## config.mk

```make
export PLATFORM = sky130hd
export DESIGN_NAME = tftp_request_packet_parser
export DESIGN_NICKNAME = d
export VERILOG_FILES = /design/src/hdl/trpp_pkg.sv /design/src/hdl/trpp_scan.sv /design/src/hdl/trpp_out_stage.sv /design/src/hdl/tftp_request_packet_parser.sv
export SDC_FILE = /design/constraint.sdc
export NUM_CORES = 1
export LEC_CHECK = 0
export BUFFER_PORTS_ARGS = -buffer_cell sky130_fd_sc_hd__buf_2
export CORE_MARGIN = 1
export CORE_UTILIZATION = 40
export CTS_BUF_LIST = sky130_fd_sc_hd__clkbuf_8
export DETAILED_ROUTE_END_ITERATION = 10
export PLACE_DENSITY = 0.53
export SKIP_CTS_REPAIR_TIMING = 1
export SYNTH_ARGS = -nofsm -noshare
export SYNTH_HDL_FRONTEND = slang
export SYNTH_SLANG_ARGS = --single-unit
```

## constraint.sdc

```tcl
create_clock -name clk -period 3.5 [get_ports clk]
set_input_delay 0.35 -clock clk [delete_from_list [all_inputs] [get_ports clk]]
set_output_delay 0.35 -clock clk [all_outputs]
set_load 0.05 [all_outputs]
```

## src/hdl/trpp_pkg.sv

```systemverilog
// trpp_pkg: shared types, opcodes and helper functions for the tftp packet parser
// no dependencies; imported by every module of the parser
package trpp_pkg;

	// transaction payloads
	typedef struct packed {
		logic [7:0] data_byte;
		logic       is_last;
	} trpp_in_t;

	typedef struct packed {
		logic        accepted;
		logic [1:0]  kind;
		logic        mode;
		logic [15:0] error_code;
		logic [9:0]  text_length;
	} trpp_out_t;

	// tftp opcodes
	localparam logic [15:0] OP_RRQ   = 16'd1;
	localparam logic [15:0] OP_WRQ   = 16'd2;
	localparam logic [15:0] OP_ERROR = 16'd5;

	// result codes
	localparam logic [1:0] KIND_READ  = 2'd0;
	localparam logic [1:0] KIND_WRITE = 2'd1;
	localparam logic [1:0] KIND_ERROR = 2'd2;
	localparam logic       MODE_NETASCII = 1'b0;
	localparam logic       MODE_OCTET    = 1'b1;

	// mode string lengths and the saturation point of the mode counter
	localparam logic [3:0] NETASCII_LEN = 4'd8;
	localparam logic [3:0] OCTET_LEN    = 4'd5;
	localparam logic [3:0] MLEN_SAT     = 4'd9;

	localparam logic [7:0] PRINT_LO = 8'h20;
	localparam logic [7:0] PRINT_HI = 8'h7E;
	localparam logic [9:0] TEXT_MAX = 10'h3FF;

	// lower-case a letter, leave anything else alone
	function automatic logic [7:0] fold_case(input logic [7:0] b);
		logic is_upper;
		is_upper = (b >= 8'h41) && (b <= 8'h5A);
		return is_upper ? (b + 8'h20) : b;
	endfunction

	// characters of "netascii"
	function automatic logic [7:0] netascii_char(input logic [2:0] idx);
		logic [7:0] c;
		unique case (idx)
			3'd0: c = 8'h6E;
			3'd1: c = 8'h65;
			3'd2: c = 8'h74;
			3'd3: c = 8'h61;
			3'd4: c = 8'h73;
			3'd5: c = 8'h63;
			3'd6: c = 8'h69;
			3'd7: c = 8'h69;
		endcase
		return c;
	endfunction

	// characters of "octet"; codes past the word mean nothing
	function automatic logic [7:0] octet_char(input logic [2:0] idx);
		logic [7:0] c;
		unique case (idx)
			3'd0: c = 8'h6F;
			3'd1: c = 8'h63;
			3'd2: c = 8'h74;
			3'd3: c = 8'h65;
			3'd4: c = 8'h74;
			default: c = 8'h00;
		endcase
		return c;
	endfunction

endpackage

```

## src/hdl/trpp_scan.sv

```systemverilog
// trpp_scan: per-packet scan state and the byte-by-byte checks
// depends on trpp_pkg; gives the packet verdict while the final byte is stepped
module trpp_scan #(
	parameter int PACKET_MAX = 1024
) (
	input  logic              clk,
	input  logic              arst_n,
	input  logic              step,
	input  trpp_pkg::trpp_in_t byte_in,
	output trpp_pkg::trpp_out_t verdict
);
	import trpp_pkg::*;

	localparam int POS_W = $clog2(PACKET_MAX + 2);
	localparam int LEN_W = (POS_W > 10) ? POS_W : 10;
	localparam logic [POS_W-1:0] POS_MAX = POS_W'(PACKET_MAX);

	logic [POS_W-1:0] pos_q, pos_nx;
	logic [15:0]      op_q, op_nx;
	logic [15:0]      code_q, code_nx;
	logic [9:0]       flen_q, flen_nx;
	logic [1:0]       nulls_q, nulls_nx;
	logic [3:0]       mlen_q, mlen_nx;
	logic             na_q, na_nx;
	logic             oc_q, oc_nx;
	logic             pr_q, pr_nx;

	logic [7:0]       b;
	logic [7:0]       lb;
	logic             in_range;
	logic             is_null;
	logic             past_op;
	logic [LEN_W-1:0] p_ext;
	logic [LEN_W-1:0] p_minus2;
	logic [LEN_W-1:0] p_minus4;
	logic             is_req;
	logic             req_ok;
	logic             err_ok;

	assign b        = byte_in.data_byte;
	assign lb       = fold_case(b);
	assign in_range = pos_q < POS_MAX;
	assign is_null  = (b == 8'h00);
	assign past_op  = pos_q >= POS_W'(2);
	assign p_ext    = LEN_W'(pos_q);
	assign p_minus2 = p_ext - LEN_W'(2);
	assign p_minus4 = p_ext - LEN_W'(4);

	// next scan state for the byte being stepped
	always_comb begin
		pos_nx   = (pos_q <= POS_MAX) ? pos_q + POS_W'(1) : pos_q;
		op_nx    = op_q;
		code_nx  = code_q;
		flen_nx  = flen_q;
		nulls_nx = nulls_q;
		mlen_nx  = mlen_q;
		na_nx    = na_q;
		oc_nx    = oc_q;
		pr_nx    = pr_q;
		if (in_range) begin
			if (pos_q == POS_W'(0)) begin
				op_nx = {b, 8'h00};
			end else if (pos_q == POS_W'(1)) begin
				op_nx = {op_q[15:8], b};
			end else if (pos_q == POS_W'(2)) begin
				code_nx = {b, 8'h00};
			end else if (pos_q == POS_W'(3)) begin
				code_nx = {code_q[15:8], b};
			end
			// string separators and mode word tracking
			if (past_op) begin
				if (is_null) begin
					if (nulls_q == 2'd0) begin
						flen_nx = (p_minus2 > LEN_W'(TEXT_MAX)) ? TEXT_MAX : p_minus2[9:0];
					end
					if (nulls_q != 2'd3) begin
						nulls_nx = nulls_q + 2'd1;
					end
				end else if (nulls_q == 2'd1) begin
					if (mlen_q >= NETASCII_LEN || netascii_char(mlen_q[2:0]) != lb) begin
						na_nx = 1'b0;
					end
					if (mlen_q >= OCTET_LEN || octet_char(mlen_q[2:0]) != lb) begin
						oc_nx = 1'b0;
					end
					if (mlen_q != MLEN_SAT) begin
						mlen_nx = mlen_q + 4'd1;
					end
				end
			end
			// error text must stay printable up to the closing byte
			if (pos_q >= POS_W'(4) && !byte_in.is_last && (b < PRINT_LO || b > PRINT_HI)) begin
				pr_nx = 1'b0;
			end
		end
	end

	// verdict on the final byte
	assign is_req = (op_nx == OP_RRQ) || (op_nx == OP_WRQ);
	assign req_ok = in_range && is_req && pos_q >= POS_W'(4) && is_null && nulls_nx == 2'd2
		&& ((na_nx && mlen_nx == NETASCII_LEN) || (oc_nx && mlen_nx == OCTET_LEN));
	assign err_ok = in_range && op_nx == OP_ERROR && pos_q >= POS_W'(5) && is_null && pr_nx;

	always_comb begin
		verdict = '0;
		priority if (req_ok) begin
			verdict.accepted    = 1'b1;
			verdict.kind        = (op_nx == OP_RRQ) ? KIND_READ : KIND_WRITE;
			verdict.mode        = (na_nx && mlen_nx == NETASCII_LEN) ? MODE_NETASCII : MODE_OCTET;
			verdict.text_length = flen_nx;
		end else if (err_ok) begin
			verdict.accepted    = 1'b1;
			verdict.kind        = KIND_ERROR;
			verdict.error_code  = code_nx;
			verdict.text_length = (p_minus4 > LEN_W'(TEXT_MAX)) ? TEXT_MAX : p_minus4[9:0];
		end else begin
			verdict = '0;
		end
	end

	// scan state; cleared after the final byte of each packet
	always_ff @(posedge clk or negedge arst_n) begin
		if (!arst_n) begin
			pos_q   <= '0;
			op_q    <= '0;
			code_q  <= '0;
			flen_q  <= '0;
			nulls_q <= '0;
			mlen_q  <= '0;
			na_q    <= 1'b1;
			oc_q    <= 1'b1;
			pr_q    <= 1'b1;
		end else if (step) begin
			if (byte_in.is_last) begin
				pos_q   <= '0;
				op_q    <= '0;
				code_q  <= '0;
				flen_q  <= '0;
				nulls_q <= '0;
				mlen_q  <= '0;
				na_q    <= 1'b1;
				oc_q    <= 1'b1;
				pr_q    <= 1'b1;
			end else begin
				pos_q   <= pos_nx;
				op_q    <= op_nx;
				code_q  <= code_nx;
				flen_q  <= flen_nx;
				nulls_q <= nulls_nx;
				mlen_q  <= mlen_nx;
				na_q    <= na_nx;
				oc_q    <= oc_nx;
				pr_q    <= pr_nx;
			end
		end
	end

endmodule

```

## src/hdl/trpp_out_stage.sv

```systemverilog
// trpp_out_stage: result register between the scan logic and the output channel
// depends on trpp_pkg
module trpp_out_stage (
	input  logic                clk,
	input  logic                arst_n,
	input  logic                load,
	input  trpp_pkg::trpp_out_t load_data,
	output logic                can_load,
	output logic                out_valid,
	input  logic                out_ready,
	output trpp_pkg::trpp_out_t out_data
);
	import trpp_pkg::*;

	logic      valid_q;
	trpp_out_t data_q;

	// free when empty or when the held transaction leaves this cycle
	assign can_load  = !valid_q || out_ready;
	assign out_valid = valid_q;
	assign out_data  = data_q;

	// valid flag
	always_ff @(posedge clk or negedge arst_n) begin
		if (!arst_n) begin
			valid_q <= 1'b0;
		end else if (load) begin
			valid_q <= 1'b1;
		end else if (out_ready) begin
			valid_q <= 1'b0;
		end
	end

	// payload
	always_ff @(posedge clk) begin
		if (load) begin
			data_q <= load_data;
		end
	end

endmodule

```

## src/hdl/tftp_request_packet_parser.sv

```systemverilog
// tftp_request_packet_parser: checks a udp payload, one byte per transaction, as a tftp
// rrq, wrq or error packet. the final byte enters the input register when taken and its
// result is loaded into the result register once that register can take it, then shown on
// out_valid. throughput: one byte per cycle; a byte waits only while the final byte of
// the next packet meets a result not yet taken.
// asynchronous active-low reset empties both registers and clears the scan state.
module tftp_request_packet_parser #(
	parameter int PACKET_MAX = 1024
) (
	input  logic                clk,
	input  logic                arst_n,
	input  logic                in_valid,
	output logic                in_ready,
	input  trpp_pkg::trpp_in_t  in_data,
	output logic                out_valid,
	input  logic                out_ready,
	output trpp_pkg::trpp_out_t out_data
);
	import trpp_pkg::*;

	logic      valid_s1;
	trpp_in_t  data_s1;
	logic      step;
	logic      can_load;
	logic      load;
	trpp_out_t verdict;

	// the held byte moves on unless it closes a packet and the result slot is busy
	assign step     = valid_s1 && (!data_s1.is_last || can_load);
	assign load     = step && data_s1.is_last;
	assign in_ready = !valid_s1 || step;

	// input register
	always_ff @(posedge clk or negedge arst_n) begin
		if (!arst_n) begin
			valid_s1 <= 1'b0;
		end else if (in_ready) begin
			valid_s1 <= in_valid;
		end
	end

	always_ff @(posedge clk) begin
		if (in_ready && in_valid) begin
			data_s1 <= in_data;
		end
	end

	trpp_scan #(
		.PACKET_MAX(PACKET_MAX)
	) u_scan (
		.clk     (clk),
		.arst_n  (arst_n),
		.step    (step),
		.byte_in (data_s1),
		.verdict (verdict)
	);

	trpp_out_stage u_out (
		.clk       (clk),
		.arst_n    (arst_n),
		.load      (load),
		.load_data (verdict),
		.can_load  (can_load),
		.out_valid (out_valid),
		.out_ready (out_ready),
		.out_data  (out_data)
	);

	// a rejected packet reports all fields as zero
	a_reject_zero: assert property (@(posedge clk) disable iff (!arst_n)
		out_valid && !out_data.accepted |-> out_data.kind == KIND_READ
			&& out_data.mode == MODE_NETASCII && out_data.error_code == 16'd0
			&& out_data.text_length == 10'd0)
		else $error("rejected packet with non-zero fields");

	// error code only on error packets, mode only on requests
	a_kind_fields: assert property (@(posedge clk) disable iff (!arst_n)
		out_valid && out_data.kind != KIND_ERROR |-> out_data.error_code == 16'd0)
		else $error("error code on a request");

	a_error_mode: assert property (@(posedge clk) disable iff (!arst_n)
		out_valid && out_data.kind == KIND_ERROR |-> out_data.mode == MODE_NETASCII
			&& out_data.accepted)
		else $error("bad error packet fields");

	// input only stalls behind a waiting result
	a_stall_cause: assert property (@(posedge clk) disable iff (!arst_n)
		!in_ready |-> out_valid && !out_ready)
		else $error("input stalled with free result slot");

endmodule

```

==> qor.yml <==
synth:
  synthArstFlopShare_pct: 62.1
  synth_flop_cell: "dfrtp_1"
  synth.avg_cell_area_um2: 9.89
  ys_warn_count: 0
  synthesis.area_mm2: 0.00604
  synth-seq-cells: 103
  yosysSeqAreaShare_pct: 46.0
  yosysUniqueCellTypes: 71
  synth_cells: 611
  synth_edf_count: 39
  syn_nets: 644
floorplanning:
  pin_count: 45
  fp.dieW_um: 125
  start_util_pct: 41.3
  core_region_area_mm2: 0.0146
  core.rowCount: 44
  die_area_mm2: 0.0156
  die_y_um: 125
layout:
  nNetsFinal: 681
  drive_gt1_share_pct: 17.8
  syn_to_final_growth_pct: 10.4
  final_cells: 837
  utilization_pct: 45.5
  fillers: 1394
  diodes: 0
  fin_area_mm2: 0.00667
timing:
  setup_slack_ns: 0.206
  rsz0062_at_grt: "false"
  tns_ns: 0
  min_period_ns: 3.29
  whs_ns: -0.0210
  hold_violations: 19
  fin_skew_ns: 0.0208
  slew_headroom_pct: 52.2
  report.final.setup_viol: 0
  fmax_mhz: 304
  tightest_slew_ns: 0.711
  drv_slew: 0
  finalCritPeriodShare_pct: 94.1
routing:
  drc: 12
  first_pass_iters: 8
  wl_um: 16100
  avgViaCountPerCell: 5.88
  via_count: 4924
  postRouteAntennaNets: 0
  drt_iter0_markers: 390
  wl_per_cell_um: 19.2
global_route:
  antenna_found_initial: 0
  grt.total_usage_pct: 21.3
  grt_max_degree: 36
  gr-total-overflow: 0
  grt_pass1_vias: 4894
  grt_pass1_wl_um: 26100
power:
  peakVddDrop_mv: 0.226
  power_density_mw_per_mm2: 513
  leakage_nw: 2.71
  finalPower_mw: 3.42
placement:
  place_inst: 821
  routabilityCongestion: 0.938
  dpl.hpwl_um: 11200
  io_buffer_count: 44
  placed_cell_area_mm2: 0.00649
  place_ws_ns: 0.270
setup_path:
  path_class: "register to register"
  cp_cell_sequence: "inv_1, ha_1, and2_1, and3_1, nor4_2, buf_4, and2_1, a22oi_1, o21ai_0"
  reg2reg_depth: 9
  crit_family: "simple AND/OR/NAND/NOR gates"
  crit_start: "u_scan.p_ext[0]"
  cp_slowest_stage_delay_ns: 0.62
  reg2reg_slack_ns: 0.21
  crit_path_top_delay_cell: "nor4_2"
  cp.required_ns: 3.81
  cp_max_fo: 12
  endpoint_kind: "register"
  start_kind: "register"
  timing.rr.end: "u_scan.code_q[14]"
  crit_top_cell: "and2_1"
  r2r-start: "u_scan.p_ext[0]"
  path_depth: 9
  path_buf_inv: 2
  crit_arrival_ns: 3.61
  endpoint: "u_scan.code_q[14]"
clock_network:
  clkSinkCount: 103
  path_clk_slew_ns: 0.11
  clk_latency_ns: 0.40
  cts_max_path_buffers: 2
  cts_buffers: 9
  cts_max_level: 3
  clock_tree.root_cell: "clkbuf_8"
  cts_tree: "built"
status:
  outcome: "complete, but fails checks"
  violations: "DRC, hold timing"
min_path:
  hold_class: "primary input to asynchronous set/reset pin"
run:
  max_cap_violations: 0
[where the power goes]
part / leakage (nW) / switching (mW) / total, mW / internal, mW
clock: 0.0928 / 0.442 / 0.704 / 0.261
sequential: 1.24 / 0.136 / 1.52 / 1.38
combinational: 1.37 / 0.745 / 1.20 / 0.455
total: 2.71 / 1.32 / 3.42 / 2.10
[cells in the final DEF (no fill, tap or decap), types with 19 or more instances in the layout]
cell      count
buf_4        24
xnor2_1      19
ha_1         20
nand2_1      59
dfrtp_1      61
a22o_1       25
inv_1        21
a21oi_1      36
o21ai_0      22
edfxtp_1     39
nor2_1       51
nor3_1       26
buf_2        44
[how the worst min path moves through the flow]
stage	endpoint	slack [ns]	cells past startpoint	start
finish	u_scan.p_ext[1]	-0.02	1	arst_n
global route	u_scan.p_ext[1]	0.02	1	arst_n
CTS	u_scan.op_q[2]	-0.01	1	arst_n
detailed placement	u_out.out_valid	0.42	1	arst_n
global placement	u_out.out_valid	0.42	1	arst_n
floorplan	u_out.out_valid	0.05	0	arst_n
[cell families after synthesis]
kind of cell / count (synthesis) / synth area share, %
compound gates: 168 / 20.8
xor+xnor: 24 / 3.48
fa+ha+maj: 20 / 4.14
buf+inv: 63 / 4.76
flops: 103 / 46.0
mux: 11 / 1.84
simple gates: 222 / 19.0
[Yosys cell counts (6+ instances only)]
library cell,number,area (µm²)
dfrtp_1,61,1530
nand2_1,59,221
nor2_1,51,191
edfxtp_1,39,1170
a21oi_1,36,180
clkbuf_1,32,120
nor3_1,26,130
a22o_1,25,219
o21ai_0,22,110
ha_1,20,250
inv_1,19,71.3
xnor2_1,19,166
nand3_1,17,85.1
mux2i_1,10,100
a22oi_1,9,67.6
and2_1,8,50.1
and3_1,8,50.1
o22ai_1,8,50.1
o32ai_2,8,130
nand2b_1,7,43.8
a31oi_1,6,37.5
buf_6,6,67.6
nand4_1,6,37.5
nor4_1,6,37.5
o211ai_1,6,45.0
o22a_1,6,52.6
[sequential cells by signal (all words and copies together) (netlist names)]
signal           flops
u_scan.mlen_q        4
u_scan.p_ext        11
u_scan.flen_q       10
u_scan.oc_q          1
u_out.out_data      30
u_scan.nulls_q       2
valid_s1             1
u_scan.na_q          1
u_scan.code_q       16
u_out.out_valid      1
u_scan.op_q         16
data_s1              9
u_scan.pr_q          1
[metal layers]
metal / vias up / GRT usage, % / wire, µm
met4: 0 / 4.95 / 189
met2: 163 / 34.2 / 7350
met5: - / 0 / 0
li1: 2352 / - / -
met3: 18 / 4.25 / 907
met1: 2391 / 29.7 / 7620
[area by class of cell]
type                            count  area [µm²]  share of cell area (%)
Clock buffer                        9         124                    1.86
Clock inverter                      7        50.0                   0.751
Inverter                           20        75.1                    1.13
Multi-Input combinational cell    445        2990                    44.9
Sequential cell                   103        2780                    41.6
Tap cell                          184         230                    3.45
Timing Repair Buffer               69         420                    6.31
Power figures use the tool's default switching activity.
